[src/sv/tpsg_pkg.sv]
package tpsg_pkg;

    localparam int MOTOR_COUNT      = 2;
    localparam int DUTY_BITS        = 10;
    localparam int PHASE_BITS       = 16;
    localparam int SINE_TABLE_DEPTH = 1024;

    localparam int MOTOR_W = (MOTOR_COUNT > 1) ? $clog2(MOTOR_COUNT) : 1;
    localparam int ROM_W   = $clog2(SINE_TABLE_DEPTH);
    localparam int QTR_W   = ROM_W - 2;
    localparam int QTR_DEPTH = SINE_TABLE_DEPTH / 4;

    // Q1.14 speed and sine, products in Q2.28
    localparam int SPEED_W    = 16;
    localparam int AMP_W      = 15;
    localparam int SIN_W      = 16;
    localparam int GAIN_W     = 16;
    localparam int DB_W       = 15;
    localparam int DIR_W      = 2;
    localparam int SPEED_ONE  = 16384;
    localparam int STEP_SHIFT = 14;
    localparam int MUL_W      = 17;
    localparam int PROD_W     = 2 * MUL_W;
    localparam int BIAS_W     = 30;
    localparam int DUTY_SHIFT = 29;
    localparam int SCALED_W   = BIAS_W + DUTY_BITS;
    localparam logic [BIAS_W-1:0] PROD_BIAS = BIAS_W'(1 << 28);

    localparam logic signed [SPEED_W-1:0] SPEED_MAX = SPEED_W'(SPEED_ONE);
    localparam logic signed [SPEED_W-1:0] SPEED_MIN = SPEED_W'(-SPEED_ONE);

    localparam logic [63:0] HALF_PI_Q30 = 64'd1686629713;
    localparam logic [63:0] Q30_ONE     = 64'd1 << 30;

    localparam logic [PHASE_BITS-1:0] PHASE_THIRD =
        PHASE_BITS'(((64'd1 << PHASE_BITS) + 64'd1) / 64'd3);
    localparam logic [PHASE_BITS-1:0] PHASE_TWO_THIRDS =
        PHASE_BITS'(((64'd1 << (PHASE_BITS + 1)) + 64'd1) / 64'd3);

    localparam int CFG_ADDR_W = 3;
    localparam int CFG_DATA_W = 32;

    typedef logic [PHASE_BITS-1:0]   t_phase;
    typedef logic [DUTY_BITS-1:0]    t_duty;
    typedef logic signed [SIN_W-1:0] t_sine;
    typedef logic [AMP_W-1:0]        t_qval;
    typedef t_qval                   t_qsine_rom [QTR_DEPTH];

    typedef enum logic [DIR_W-1:0] {
        DIR_STOP = 2'd0,
        DIR_FWD  = 2'd1,
        DIR_BACK = 2'd2
    } t_dir;

    typedef enum logic [1:0] {
        PH_U = 2'd0,
        PH_V = 2'd1,
        PH_W = 2'd2
    } t_phase_sel;

    typedef enum logic {
        MUL_SINE = 1'b0,
        MUL_STEP = 1'b1
    } t_mul_sel;

    typedef enum logic {
        CFG_GAIN     = 1'b0,
        CFG_DEADBAND = 1'b1
    } t_cfg_idx;

    typedef enum logic [2:0] {
        ST_IDLE  = 3'd0,
        ST_LOOK  = 3'd1,
        ST_MUL_U = 3'd2,
        ST_MUL_V = 3'd3,
        ST_MUL_W = 3'd4,
        ST_STEP  = 3'd5,
        ST_DONE  = 3'd6
    } t_state;

    typedef struct packed {
        logic       accept;
        logic       sin_en;
        t_phase_sel sin_sel;
        logic       mul_en;
        t_mul_sel   mul_sel;
        logic [2:0] duty_en;
        logic       finish;
    } t_cmd;

    typedef struct packed {
        logic out_stall;
    } t_stat;

    // Quarter-wave sine, odd Taylor series to x^9 in unsigned Q2.30
    function automatic t_qval qsine_calc(input int unsigned rr);
        logic [63:0] x;
        logic [63:0] x2;
        logic [63:0] t;
        logic [63:0] s;
        x  = (64'(rr) * 64'd4 * HALF_PI_Q30 + 64'(SINE_TABLE_DEPTH / 2))
             / 64'(SINE_TABLE_DEPTH);
        x2 = (x * x) >> 30;
        t  = Q30_ONE - x2 / 64'd72;
        t  = Q30_ONE - ((x2 * t) >> 30) / 64'd42;
        t  = Q30_ONE - ((x2 * t) >> 30) / 64'd20;
        t  = Q30_ONE - ((x2 * t) >> 30) / 64'd6;
        s  = (x * t) >> 30;
        s  = (s + (64'd1 << 15)) >> 16;
        if (s > 64'(SPEED_ONE)) begin
            s = 64'(SPEED_ONE);
        end
        return AMP_W'(s);
    endfunction

    function automatic t_qsine_rom build_qsine();
        t_qsine_rom rom;
        for (int i = 0; i < QTR_DEPTH; i++) begin
            rom[i] = qsine_calc(i);
        end
        return rom;
    endfunction

    localparam t_qsine_rom QSINE      = build_qsine();
    localparam t_qval      QSINE_PEAK = qsine_calc(QTR_DEPTH);

    // Full-wave sine from quarter-wave table by mirror and sign
    function automatic t_sine sine_lookup(input logic [ROM_W-1:0] idx);
        logic [1:0]       quad;
        logic [QTR_W-1:0] r;
        logic [QTR_W-1:0] r_mirror;
        t_qval            v;
        quad     = idx[ROM_W-1 -: 2];
        r        = idx[QTR_W-1:0];
        r_mirror = QTR_W'(0) - r;
        if (quad[0]) begin
            v = (r == '0) ? QSINE_PEAK : QSINE[r_mirror];
        end else begin
            v = QSINE[r];
        end
        return quad[1] ? -t_sine'({1'b0, v}) : t_sine'({1'b0, v});
    endfunction

endpackage

[src/sv/tpsg_if.sv]
interface tpsg_in_if;
    import tpsg_pkg::*;

    logic                      valid;
    logic                      ready;
    logic                      motor_select;
    logic signed [SPEED_W-1:0] speed_command;

    modport source (output valid, output motor_select, output speed_command, input ready);
    modport sink   (input valid, input motor_select, input speed_command, output ready);
endinterface

interface tpsg_out_if;
    import tpsg_pkg::*;

    logic                 valid;
    logic                 ready;
    logic                 motor_echo;
    logic [DUTY_BITS-1:0] duty_u;
    logic [DUTY_BITS-1:0] duty_v;
    logic [DUTY_BITS-1:0] duty_w;
    logic [DIR_W-1:0]     direction;

    modport source (output valid, output motor_echo, output duty_u, output duty_v,
                    output duty_w, output direction, input ready);
    modport sink   (input valid, input motor_echo, input duty_u, input duty_v,
                    input duty_w, input direction, output ready);
endinterface

[src/sv/tpsg_cfg.sv]
module tpsg_cfg (
    input  logic                              i_clk,
    input  logic                              i_rst_n,
    input  logic                              psel,
    input  logic                              penable,
    input  logic                              pwrite,
    input  logic [tpsg_pkg::CFG_ADDR_W-1:0]   paddr,
    input  logic [tpsg_pkg::CFG_DATA_W-1:0]   pwdata,
    output logic [tpsg_pkg::CFG_DATA_W-1:0]   prdata,
    output logic                              pready,
    output logic [tpsg_pkg::GAIN_W-1:0]       o_gain,
    output logic [tpsg_pkg::DB_W-1:0]         o_deadband
);
    import tpsg_pkg::*;

    logic [GAIN_W-1:0] r_gain;
    logic [DB_W-1:0]   r_deadband;
    logic              wr_en;
    t_cfg_idx          idx;

    assign idx    = t_cfg_idx'(paddr[CFG_ADDR_W-1:2]);
    assign wr_en  = psel && penable && pwrite;
    assign pready = 1'b1;

    always_ff @(posedge i_clk) begin
        if (!i_rst_n) begin
            r_gain     <= GAIN_W'(1043);
            r_deadband <= DB_W'(819);
        end else if (wr_en) begin
            case (idx)
                CFG_GAIN:     r_gain     <= pwdata[GAIN_W-1:0];
                CFG_DEADBAND: r_deadband <= pwdata[DB_W-1:0];
                default: ;
            endcase
        end
    end

    always_comb begin
        case (idx)
            CFG_GAIN:     prdata = CFG_DATA_W'(r_gain);
            CFG_DEADBAND: prdata = CFG_DATA_W'(r_deadband);
            default:      prdata = '0;
        endcase
    end

    assign o_gain     = r_gain;
    assign o_deadband = r_deadband;
endmodule

[src/sv/tpsg_ctrl.sv]
module tpsg_ctrl (
    input  logic            i_clk,
    input  logic            i_rst_n,
    input  logic            i_in_valid,
    input  tpsg_pkg::t_stat i_stat,
    output logic            o_in_ready,
    output tpsg_pkg::t_cmd  o_cmd
);
    import tpsg_pkg::*;

    t_state r_state;
    t_state n_state;

    always_ff @(posedge i_clk) begin
        if (!i_rst_n) begin
            r_state <= ST_IDLE;
        end else begin
            r_state <= n_state;
        end
    end

    always_comb begin
        n_state = r_state;
        case (r_state)
            ST_IDLE:  if (i_in_valid) n_state = ST_LOOK;
            ST_LOOK:  n_state = ST_MUL_U;
            ST_MUL_U: n_state = ST_MUL_V;
            ST_MUL_V: n_state = ST_MUL_W;
            ST_MUL_W: n_state = ST_STEP;
            ST_STEP:  n_state = ST_DONE;
            ST_DONE:  if (!i_stat.out_stall) n_state = ST_IDLE;
            default:  n_state = ST_IDLE;
        endcase
    end

    always_comb begin
        o_in_ready      = 1'b0;
        o_cmd           = '0;
        o_cmd.sin_sel   = PH_U;
        o_cmd.mul_sel   = MUL_SINE;
        case (r_state)
            ST_IDLE: begin
                // hold off the input while reset is applied
                o_in_ready   = i_rst_n;
                o_cmd.accept = i_in_valid && i_rst_n;
            end
            ST_LOOK: begin
                o_cmd.sin_en  = 1'b1;
                o_cmd.sin_sel = PH_U;
            end
            ST_MUL_U: begin
                o_cmd.mul_en  = 1'b1;
                o_cmd.sin_en  = 1'b1;
                o_cmd.sin_sel = PH_V;
            end
            ST_MUL_V: begin
                o_cmd.duty_en = 3'b001;
                o_cmd.mul_en  = 1'b1;
                o_cmd.sin_en  = 1'b1;
                o_cmd.sin_sel = PH_W;
            end
            ST_MUL_W: begin
                o_cmd.duty_en = 3'b010;
                o_cmd.mul_en  = 1'b1;
            end
            ST_STEP: begin
                o_cmd.duty_en = 3'b100;
                o_cmd.mul_en  = 1'b1;
                o_cmd.mul_sel = MUL_STEP;
            end
            ST_DONE: begin
                o_cmd.finish = !i_stat.out_stall;
            end
            default: ;
        endcase
    end

    a_accept_starts: assert property (@(posedge i_clk) disable iff (!i_rst_n)
        o_cmd.accept |=> r_state == ST_LOOK)
        else $error("accepted beat did not start the sequence");

    a_done_leaves: assert property (@(posedge i_clk) disable iff (!i_rst_n)
        (r_state == ST_DONE && !i_stat.out_stall) |=> r_state == ST_IDLE)
        else $error("finished item did not return to idle");

    a_ready_idle: assert property (@(posedge i_clk) disable iff (!i_rst_n)
        o_in_ready |-> r_state == ST_IDLE)
        else $error("input ready outside idle");
endmodule

[src/sv/tpsg_dp.sv]
module tpsg_dp (
    input  logic                              i_clk,
    input  logic                              i_rst_n,
    input  tpsg_pkg::t_cmd                    i_cmd,
    output tpsg_pkg::t_stat                   o_stat,
    input  logic                              i_motor_select,
    input  logic signed [tpsg_pkg::SPEED_W-1:0] i_speed_command,
    input  logic [tpsg_pkg::GAIN_W-1:0]       i_gain,
    input  logic [tpsg_pkg::DB_W-1:0]         i_deadband,
    tpsg_out_if.source                        o_out
);
    import tpsg_pkg::*;

    // per-motor phase accumulators
    logic [MOTOR_COUNT-1:0][PHASE_BITS-1:0] r_phase_mem;

    logic                      r_sel;
    logic [MOTOR_W-1:0]        r_motor;
    logic signed [SPEED_W-1:0] r_speed;
    t_qval                     r_amp;
    t_dir                      r_dir;
    t_phase                    r_phase;
    t_sine                     r_sin;
    logic signed [PROD_W-1:0]  r_prod;
    t_duty                     r_duty_u;
    t_duty                     r_duty_v;
    t_duty                     r_duty_w;

    logic  r_out_valid;
    logic  r_out_sel;
    t_duty r_out_u;
    t_duty r_out_v;
    t_duty r_out_w;
    t_dir  r_out_dir;

    logic signed [SPEED_W-1:0] speed_c;
    logic signed [SPEED_W:0]   speed_x;
    logic signed [SPEED_W:0]   db_x;
    t_dir                      dir_c;
    t_qval                     amp_c;
    logic [MOTOR_W-1:0]        motor_c;
    t_phase                    ph_sel;
    logic signed [MUL_W-1:0]   mul_a;
    logic signed [MUL_W-1:0]   mul_b;
    logic [BIAS_W-1:0]         biased;
    logic [SCALED_W-1:0]       scaled;
    t_duty                     duty_c;
    t_phase                    delta;

    // saturate speed, classify direction, take the amplitude and clamp the motor index
    always_comb begin
        if (i_speed_command > SPEED_MAX) begin
            speed_c = SPEED_MAX;
        end else if (i_speed_command < SPEED_MIN) begin
            speed_c = SPEED_MIN;
        end else begin
            speed_c = i_speed_command;
        end
        speed_x = (SPEED_W + 1)'(speed_c);
        db_x    = signed'({2'b00, i_deadband});
        if (speed_x > db_x) begin
            dir_c = DIR_FWD;
        end else if (speed_x < -db_x) begin
            dir_c = DIR_BACK;
        end else begin
            dir_c = DIR_STOP;
        end
        amp_c = (speed_c < 0) ? AMP_W'(-speed_c) : AMP_W'(speed_c);
        if (32'(i_motor_select) >= MOTOR_COUNT) begin
            motor_c = MOTOR_W'(MOTOR_COUNT - 1);
        end else begin
            motor_c = MOTOR_W'(i_motor_select);
        end
    end

    always_comb begin
        case (i_cmd.sin_sel)
            PH_U:    ph_sel = r_phase;
            PH_V:    ph_sel = r_phase - PHASE_THIRD;
            PH_W:    ph_sel = r_phase - PHASE_TWO_THIRDS;
            default: ph_sel = r_phase;
        endcase
    end

    // one shared multiplier: amp * sine, then speed * gain
    always_comb begin
        case (i_cmd.mul_sel)
            MUL_SINE: begin
                mul_a = signed'({2'b00, r_amp});
                mul_b = MUL_W'(r_sin);
            end
            MUL_STEP: begin
                mul_a = MUL_W'(r_speed);
                mul_b = signed'({1'b0, i_gain});
            end
            default: begin
                mul_a = '0;
                mul_b = '0;
            end
        endcase
    end

    // duty = floor((prod + 2^28) * (2^DUTY_BITS - 1) / 2^29)
    assign biased = BIAS_W'(r_prod) + PROD_BIAS;
    assign scaled = {biased, DUTY_BITS'(0)} - SCALED_W'(biased);
    assign duty_c = scaled[DUTY_SHIFT +: DUTY_BITS];
    assign delta  = t_phase'(r_prod >>> STEP_SHIFT);

    always_ff @(posedge i_clk) begin
        if (i_cmd.accept) begin
            r_sel   <= i_motor_select;
            r_motor <= motor_c;
            r_speed <= speed_c;
            r_amp   <= amp_c;
            r_dir   <= dir_c;
            r_phase <= r_phase_mem[motor_c];
        end
        if (i_cmd.sin_en) begin
            r_sin <= sine_lookup(ph_sel[PHASE_BITS-1 -: ROM_W]);
        end
        if (i_cmd.mul_en) begin
            r_prod <= mul_a * mul_b;
        end
        if (i_cmd.duty_en[0]) r_duty_u <= duty_c;
        if (i_cmd.duty_en[1]) r_duty_v <= duty_c;
        if (i_cmd.duty_en[2]) r_duty_w <= duty_c;
        if (i_cmd.finish) begin
            r_out_sel <= r_sel;
            r_out_u   <= r_duty_u;
            r_out_v   <= r_duty_v;
            r_out_w   <= r_duty_w;
            r_out_dir <= r_dir;
        end
    end

    always_ff @(posedge i_clk) begin
        if (!i_rst_n) begin
            r_phase_mem <= '0;
            r_out_valid <= 1'b0;
        end else begin
            if (i_cmd.finish) begin
                r_phase_mem[r_motor] <= r_phase + delta;
            end
            if (i_cmd.finish) begin
                r_out_valid <= 1'b1;
            end else if (o_out.ready) begin
                r_out_valid <= 1'b0;
            end
        end
    end

    assign o_stat.out_stall = r_out_valid && !o_out.ready;

    assign o_out.valid      = r_out_valid;
    assign o_out.motor_echo = r_out_sel;
    assign o_out.duty_u     = r_out_u;
    assign o_out.duty_v     = r_out_v;
    assign o_out.duty_w     = r_out_w;
    assign o_out.direction  = r_out_dir;

    a_finish_shows: assert property (@(posedge i_clk) disable iff (!i_rst_n)
        i_cmd.finish |=> o_out.valid)
        else $error("finished item not presented");

    a_duty_onehot: assert property (@(posedge i_clk) disable iff (!i_rst_n)
        $onehot0(i_cmd.duty_en))
        else $error("two duty registers loaded at once");

    a_phase_hold: assert property (@(posedge i_clk) disable iff (!i_rst_n)
        !i_cmd.finish |=> $stable(r_phase_mem))
        else $error("phase changed outside item completion");
endmodule

[src/sv/three_phase_sine_pwm_generator.sv]
// Channel   Dir  Handshake      Beat contents
// i_in      in   valid/ready    motor_select, speed_command
// o_out     out  valid/ready    motor_echo, duty_u, duty_v, duty_w, direction
// APB       in   psel/penable   phase_step_gain at 0x0, direction_deadband at 0x4
//
// Each item runs the accept, three sine lookups overlapped with four turns of the
// single shared 17x17 multiplier (three phases and the phase step), then write-back.
// The result register frees the input side: a new beat is taken while a
// result still waits; only the final write-back stalls on a full output.
// Reset (synchronous, active low) zeroes both phase accumulators and loads the
// register defaults.
module three_phase_sine_pwm_generator (
    input  logic                              i_clk,
    input  logic                              i_rst_n,
    tpsg_in_if.sink                           i_in,
    tpsg_out_if.source                        o_out,
    input  logic                              psel,
    input  logic                              penable,
    input  logic                              pwrite,
    input  logic [tpsg_pkg::CFG_ADDR_W-1:0]   paddr,
    input  logic [tpsg_pkg::CFG_DATA_W-1:0]   pwdata,
    output logic [tpsg_pkg::CFG_DATA_W-1:0]   prdata,
    output logic                              pready
);
    import tpsg_pkg::*;

    t_cmd              cmd;
    t_stat             stat;
    logic              in_ready;
    logic [GAIN_W-1:0] gain;
    logic [DB_W-1:0]   deadband;

    assign i_in.ready = in_ready;

    tpsg_cfg u_cfg (
        .i_clk      (i_clk),
        .i_rst_n    (i_rst_n),
        .psel       (psel),
        .penable    (penable),
        .pwrite     (pwrite),
        .paddr      (paddr),
        .pwdata     (pwdata),
        .prdata     (prdata),
        .pready     (pready),
        .o_gain     (gain),
        .o_deadband (deadband)
    );

    tpsg_ctrl u_ctrl (
        .i_clk      (i_clk),
        .i_rst_n    (i_rst_n),
        .i_in_valid (i_in.valid),
        .i_stat     (stat),
        .o_in_ready (in_ready),
        .o_cmd      (cmd)
    );

    tpsg_dp u_dp (
        .i_clk           (i_clk),
        .i_rst_n         (i_rst_n),
        .i_cmd           (cmd),
        .o_stat          (stat),
        .i_motor_select  (i_in.motor_select),
        .i_speed_command (i_in.speed_command),
        .i_gain          (gain),
        .i_deadband      (deadband),
        .o_out           (o_out)
    );
endmodule
[src/flat_wrapper.sv]
// flat-port wrapper written by rule: the top's interface ports become plain ports
module three_phase_sine_pwm_generator_flat import tpsg_pkg::*;
  (i_clk, i_rst_n, psel, penable, pwrite, paddr, pwdata, prdata, pready, i_in_valid, i_in_motor_select, i_in_speed_command, i_in_ready, o_out_valid, o_out_motor_echo, o_out_duty_u, o_out_duty_v, o_out_duty_w, o_out_direction, o_out_ready);
  tpsg_in_if i_in_i ();
  tpsg_out_if o_out_i ();
  input  logic i_clk;
  input  logic i_rst_n;
  input  logic psel;
  input  logic penable;
  input  logic pwrite;
  input  logic [tpsg_pkg::CFG_ADDR_W-1:0] paddr;
  input  logic [tpsg_pkg::CFG_DATA_W-1:0] pwdata;
  output logic [tpsg_pkg::CFG_DATA_W-1:0] prdata;
  output logic pready;
  input wire logic [$bits(i_in_i.valid)-1:0] i_in_valid;
  input wire logic [$bits(i_in_i.motor_select)-1:0] i_in_motor_select;
  input wire logic [$bits(i_in_i.speed_command)-1:0] i_in_speed_command;
  output wire logic [$bits(i_in_i.ready)-1:0] i_in_ready;
  output wire logic [$bits(o_out_i.valid)-1:0] o_out_valid;
  output wire logic [$bits(o_out_i.motor_echo)-1:0] o_out_motor_echo;
  output wire logic [$bits(o_out_i.duty_u)-1:0] o_out_duty_u;
  output wire logic [$bits(o_out_i.duty_v)-1:0] o_out_duty_v;
  output wire logic [$bits(o_out_i.duty_w)-1:0] o_out_duty_w;
  output wire logic [$bits(o_out_i.direction)-1:0] o_out_direction;
  input wire logic [$bits(o_out_i.ready)-1:0] o_out_ready;
  assign i_in_i.valid = i_in_valid;
  assign i_in_i.motor_select = i_in_motor_select;
  assign i_in_i.speed_command = i_in_speed_command;
  assign i_in_ready = i_in_i.ready;
  assign o_out_valid = o_out_i.valid;
  assign o_out_motor_echo = o_out_i.motor_echo;
  assign o_out_duty_u = o_out_i.duty_u;
  assign o_out_duty_v = o_out_i.duty_v;
  assign o_out_duty_w = o_out_i.duty_w;
  assign o_out_direction = o_out_i.direction;
  assign o_out_i.ready = o_out_ready;
  three_phase_sine_pwm_generator u_core (.i_clk(i_clk), .i_rst_n(i_rst_n), .i_in(i_in_i), .o_out(o_out_i), .psel(psel), .penable(penable), .pwrite(pwrite), .paddr(paddr), .pwdata(pwdata), .prdata(prdata), .pready(pready));
endmodule
[config.mk]
export PLATFORM = sky130hd
export DESIGN_NAME = three_phase_sine_pwm_generator_flat
export DESIGN_NICKNAME = d
export VERILOG_FILES = /design/src/sv/tpsg_pkg.sv /design/src/sv/tpsg_if.sv /design/src/sv/tpsg_cfg.sv /design/src/sv/tpsg_ctrl.sv /design/src/sv/tpsg_dp.sv /design/src/sv/three_phase_sine_pwm_generator.sv /design/src/flat_wrapper.sv
export SDC_FILE = /design/constraint.sdc
export NUM_CORES = 2
export LEC_CHECK = 0
export BUFFER_PORTS_ARGS = -buffer_cell sky130_fd_sc_hd__buf_2
export CORE_UTILIZATION = 40
export DETAILED_ROUTE_END_ITERATION = 7
export PLACE_DENSITY = 0.58
export SLEW_MARGIN = 0
export SYNTH_ARGS = -nofsm -noshare
export SYNTH_HDL_FRONTEND = slang
export SYNTH_HIERARCHICAL = 1
export SYNTH_SLANG_ARGS = --single-unit
[constraint.sdc]
create_clock -name i_clk -period 14.3 [get_ports i_clk]
set_input_delay 2.86 -clock i_clk [delete_from_list [all_inputs] [get_ports i_clk]]
set_output_delay 2.86 -clock i_clk [all_outputs]
set_load 0.02 [all_outputs]
**After elaboration in Yosys (flattened, before gate mapping)**

Memory sizes are Yosys's and may differ from the RTL's.
Index checks and enable logic that the tools add are counted.
Widths: inputs -> output; s select.

- Memory bits (read-only): 7,680
- Word-level logic and storage cells: 105
- Register bits after elaboration: 226
- Memories: 2

- Bitwise logic cells: 4
- Multipliers: 1
- Add/sub/neg operators: 9
- Order comparisons: 10
- Mux-type cells: 33
- Eq/ne operators: 10
- Reductions and logical operators: 14

Memories:

| name | depth | width | rd ports | clocked after memory_dff | wr ports | RTL line | text |
|---|---|---|---|---|---|---|---|
| (no name shown) | 256 | 15 | 1 | 0 | 0 | tpsg_pkg.sv:139 | `v = QSINE[r];` |
| (no name shown) | 256 | 15 | 1 | 0 | 0 | tpsg_pkg.sv:137 | `v = (r == '0) ? QSINE_PEAK : QSINE[r_mirror];` |

Operators by type and width:

| kind | count |
|---|---|
| $mux 15 | 9 |
| $mux 16 | 5 |
| $pmux 17 s2 | 2 |
| $pmux 32 s2 | 1 |
| $sub 39x30->39 | 1 |
| $bwmux 32 | 1 |
| $pmux 16 s2 | 1 |
| $add 30x29->30 const B | 1 |
| $mul 17x17->30 | 1 |
| $pmux 3 s7 | 1 |
| $ge 9x9->1 const B | 2 |
| $not 8->9 | 2 |
| $pmux 3 s3 | 2 |
| $lt 16x17->1 | 1 |
| $neg 15->17 | 1 |
| $add 16x16->16 | 1 |
| $demux 16 s1 | 1 |
| $gt 16x16->1 | 1 |
| $gt 16x16->1 const B | 1 |
| $lt 16x1->1 const B | 1 |
| $lt 16x15->1 const B | 1 |
| $neg 15->16 | 1 |
| $sub 16x15->16 const B | 1 |
| $sub 16x16->16 const B | 1 |
| 21 further kinds | 41 |

**Longest topological paths before layout**

- Depth after elaboration: 14
- Depth in mapped cells: 37

**Cells and area by module**

Netlist, hierarchy kept.

Modules (own cells, without submodules):

| module | seq. area each (um2) | area each (um2) | cells each | times used |
|---|---|---|---|---|
| tpsg_dp | 5,405.2 | 29,134.2 | 3,487 | 1 |
| tpsg_cfg | 620.6 | 1,581.5 | 162 | 1 |
| tpsg_ctrl | 60.1 | 282.8 | 30 | 1 |

**Least setup slack after synthesis**

No wires, ideal clock.

- Path kind: reg-to-reg
- From: register u_core.u_ctrl.r_state[1]
- To: register u_core.u_dp.r_sin[12], data pin
- Buffers on the path: 8
- Stages on the path, launching flop included: 32
- Arrival time: 8.012 ns
- Period minus slack after synthesis: 8.271 ns
- Path slack: 6.029 ns
- Path through: dfxtp_1 buf_6 nand2_1 nor2_1 buf_4 ha_1 inv_1 ha_1 a211oi_2 nor2_1 a311oi_4 and3_1 buf_2 clkbuf_1 clkbuf_1 ha_1 inv_1 ha_1 clkbuf_1 inv_1 clkbuf_1 clkbuf_1 ha_1 nand3_1 o2bb2ai_1 a22o_1 mux2_2 o32ai_1 nor4_4 nand3b_2 o21ai_0 xnor2_1

RTL lines:

| what | RTL line | text |
|---|---|---|
| start: declaration | tpsg_ctrl.sv:11 | `t_state r_state;` |
| start signal: assignment | tpsg_ctrl.sv:18 | `r_state <= n_state;` |
| end signal: assignment | tpsg_dp.sv:119 | `r_sin <= sine_lookup(ph_sel[PHASE_BITS-1 -: ROM_W]);` |
| end: declaration | tpsg_dp.sv:23 | `t_sine r_sin;` |

**Final worst setup path**

- From: register u_core.u_ctrl.r_state[1]
- To: register u_core.u_dp.r_sin[15], data pin

- Word-level cells in the longest chain between the ends: 13

RTL lines:

| what | RTL line | text |
|---|---|---|
| $eq 3x2->1 / $eq 3x1->1 (equally long branches) | tpsg_ctrl.sv:41 | `case (r_state)` |
| $pmux 3 s3 * | tpsg_ctrl.sv:41 |  |
| $eq 2x2->1 / $eq 2x1->1 (equally long branches) | tpsg_dp.sv:77 | `case (i_cmd.sin_sel)` |
| $pmux 16 s2 * | tpsg_dp.sv:77 |  |
| $sub 1x8->8 | tpsg_pkg.sv:135 | `r_mirror = QTR_W'(0) - r;` |
| $not 8->9 (implied by the code) | tpsg_pkg.sv:137 |  |
| $mem_v2 256x15 | -- |  |
| $mux 15 (implied by the code) (2 in a row) | tpsg_pkg.sv:137 |  |
| $mux 15 | tpsg_pkg.sv:137 |  |
| $mux 15 | tpsg_pkg.sv:136 | `if (quad[0]) begin` |
| $mux 15 | tpsg_dp.sv:118 | `if (i_cmd.sin_en) begin` |
| $neg 15->16 | tpsg_pkg.sv:141 | `return quad[1] ? -t_sine'({1'b0, v}) : t_sine'({1'b0, v});` |

Every way passes the cells marked *; elsewhere a longest branch is shown, timed or not. The select of a mux whose other input is x is not followed.
A chain may end at the register's enable or synchronous reset.

==> metrics <==
Area Growth Syn to Fin 6.49%; DR iter-0 viols about 3.8k; area of the multi-input gates 22,300 µm²; Register Area slightly above 6000 µm²; share of the synthesized area in the top cell type approximately 17%; hold_buf cts 0; clk buf depth 3; Avg Synthesized Cell Area around 8.4 µm²; Tightest Hold Check Type flip-flop to flip-flop; Synth area leader fa_1; most used standard cell by instance count after synthesis nand2_1; # nets final just over 4k; Post-Syn Area about 31,000 µm²; final setup TNS 0 ns; full die area 78,600 µm²; global router's overall resource usage a little over a quarter; Slew HR approximately 17%; DP HPWL ~79 mm; largest net degree at the start of global routing 91; Antenna Nets Post-Route 0; num ports 127; actual transition at the worst max-transition pin ~1.2 ns; buffers added on ports roughly 90; GP Congestion 0.994; final hold viol count 0; Mapped Cells around 3.7k; DR WL/cell 23.2 µm; row cnt between 100 and 150; fmax about 93 MHz; Worst-Skew Late Latency approximately 0.56 ns; Worst path max stage delay 1.00 ns; CTS H-tree lvls 1; Commonest cells post-synth nand2_1 (406), inv_1 (387), nor2_1 (295); first-pass GRT wire length ~160 mm; WP data required roughly 15 ns; worst setup path startpoint u_core/u_ctrl/r_state[1]; sequential-to-total area share from yosys stat around 20%; initial core utilization roughly two fifths; layout cells sized above 1 9.39%; Total Routed Length between 100 and 150 mm; run status finished, violations left; yosys warns 6; number of synthesized flops with an enable pin 158; DR vias/cell roughly 6.1; Crit Path Max Fanout between 40 and 50; post-cts resize count 0; skew final 0.0171 ns; initial antenna violation count 5; RSZ-0062 raised after global routing false; postcts setup bufs 0; clk slew on worst S/H paths ~0.060 ns; number of global-route vias before repair 27.0k; FFs w/ async S/R, synth 0%; Pins Over Slew Limit 0; Crit path arrival time approximately 11 ns; CP endpoint kind flip-flop; Residual DRC 82; Num CTS Buffers 26; largest cells by area after synthesis fa_1 (17%), edfxtp_1 (15%), ha_1 (8.4%); Max Cap Violations 0; chip width between 200 and 300 µm; Yosys cell types roughly 120; Synth Flop Type edfxtp_1; drt first pass iters 8; Fillers roughly 7.8k; worst r2r src u_core/u_ctrl/r_state[1]; register bit total from synthesis 225; Clock Sinks approximately 230; Setup CP Type flip-flop to flip-flop; final setup vio count 0; via count about 29k; Final min period between 10 and 15 ns; Die Y roughly 280 µm; CP startpoint kind flip-flop; worst min-delay path startpoint u_core/u_dp/r_duty_w[6]; TritonCTS clock tree yes; period utilization 75.5%; CTS Root Cell clkbuf_16; core area 76,300 µm²; r2r setup slk around 3.5 ns; critical-path cell with the highest stage delay ha_2; GRT overflow 0; violated checks design-rule violations
## metal layers
metal  part of all wire (%)  wire, µm  GRT usage (%)
met1                     42     45200           37.2
met2                     43     46900           40.5
met3                     10     10900           6.38
met4                    4.8      5250           11.1
met5                  0.046        50              0
## final cells by class
class / count / share of cell area [%]
multi-input cells: 2807 / 67.5
flip-flops and latches: 225 / 18.4
inverters: 392 / 4.46
well taps: 1030 / 3.90
repair buffers: 171 / 3.20
clock buffers: 29 / 2.01
clock inverters: 18 / 0.440
diodes: 1 / 0.00758
## worst paths after layout
path | endpoint | cells after the start
worst max-delay path | u_core/u_dp/r_sin[15] | 26
worst min-delay path | u_core/u_dp/o_out.duty_w[6] | 0
worst max register to register | u_core/u_dp/r_sin[15] | 26
worst min register to register | u_core/u_dp/o_out.duty_w[6] | 0
## state kept, by name (all words and copies together) (netlist names), 3 cells and up
name,flops
u_core/u_dp/r_duty_v,10
u_core/u_dp/r_prod,30
u_core/u_dp/r_sin,16
u_core/u_dp/r_speed,16
u_core/u_dp/r_phase,16
u_core/u_dp/r_phase_mem,32
u_core/u_ctrl/r_state,3
u_core/u_dp/o_out.duty_w,10
u_core/u_dp/r_amp,14
u_core/u_dp/o_out.duty_u,10
u_core/u_dp/r_duty_u,10
u_core/u_cfg/o_deadband,15
u_core/u_dp/o_out.duty_v,10
u_core/u_dp/r_duty_w,10
u_core/u_cfg/o_gain,16
## stage by stage
step | instance area, µm² | setup WS [ns] | utilization, % | cells | hold WS (ns)
4_1_cts | 33000 | 3.86 | 43.2 | 4672 | 0.417
2_1_floorplan | 31100 | 6.03 | - | 3694 | 0.400
3_5_place_dp | 32200 | 3.93 | 42.2 | 4625 | 0.405
5_1_grt | 33000 | 3.06 | 43.2 | 4672 | 0.420
6_report | 33000 | 3.50 | 43.2 | 4673 | 0.416
3_3_place_gp | 32200 | 3.93 | 42.2 | 4625 | 0.401
## logic make-up (layout without fill, tap and decap cells)
| group | after synthesis | count (layout) | share of synthesized area (%) |
|---|---|---|---|
| AND/OR/NAND/NOR | 1150 | 1150 | 17.5 |
| other | 2 | 18 | 0.0242 |
| adder cells (fa/ha/maj) | 470 | 470 | 25.3 |
| buffers and inverters | 662 | 610 | 8.85 |
| flip-flops | 225 | 225 | 19.6 |
| AO/OA/AOI/OAI | 908 | 908 | 20.3 |
| XOR/XNOR | 112 | 112 | 3.25 |
| multiplexers | 150 | 150 | 5.15 |
## placed cells by master, fill, tap and decap left out, types with 20 or more instances in the layout
master	instances
a311oi_1	25
a221oi_1	21
xnor2_1	95
nor4_1	29
and3_1	37
and2_1	24
o31ai_1	21
nor2b_1	38
fa_1	262
nand4_1	29
ha_1	206
o21ai_0	180
a21boi_0	30
nor3_1	100
nand3_1	89
mux2_2	65
nand2_1	404
dfxtp_1	67
a21o_1	32
o211ai_1	70
nand2b_1	23
inv_1	387
edfxtp_1	158
a211oi_1	60
mux2i_1	84
a31oi_1	43
a2111oi_0	20
a21oi_1	174
clkbuf_16	26
buf_4	80
buf_2	91
nor2_1	294
## critical path, delay by kind of cell, from the launching register on
family	cells	cell delay (ns)
fa+ha+maj	4	2.29
simple gates	12	3.47
compound gates	4	1.51
flops	1	0.73
buf+inv	6	2.44
Power is not shown: default switching activity piles up to over one toggle a cycle in this logic, so the estimate is an artifact.
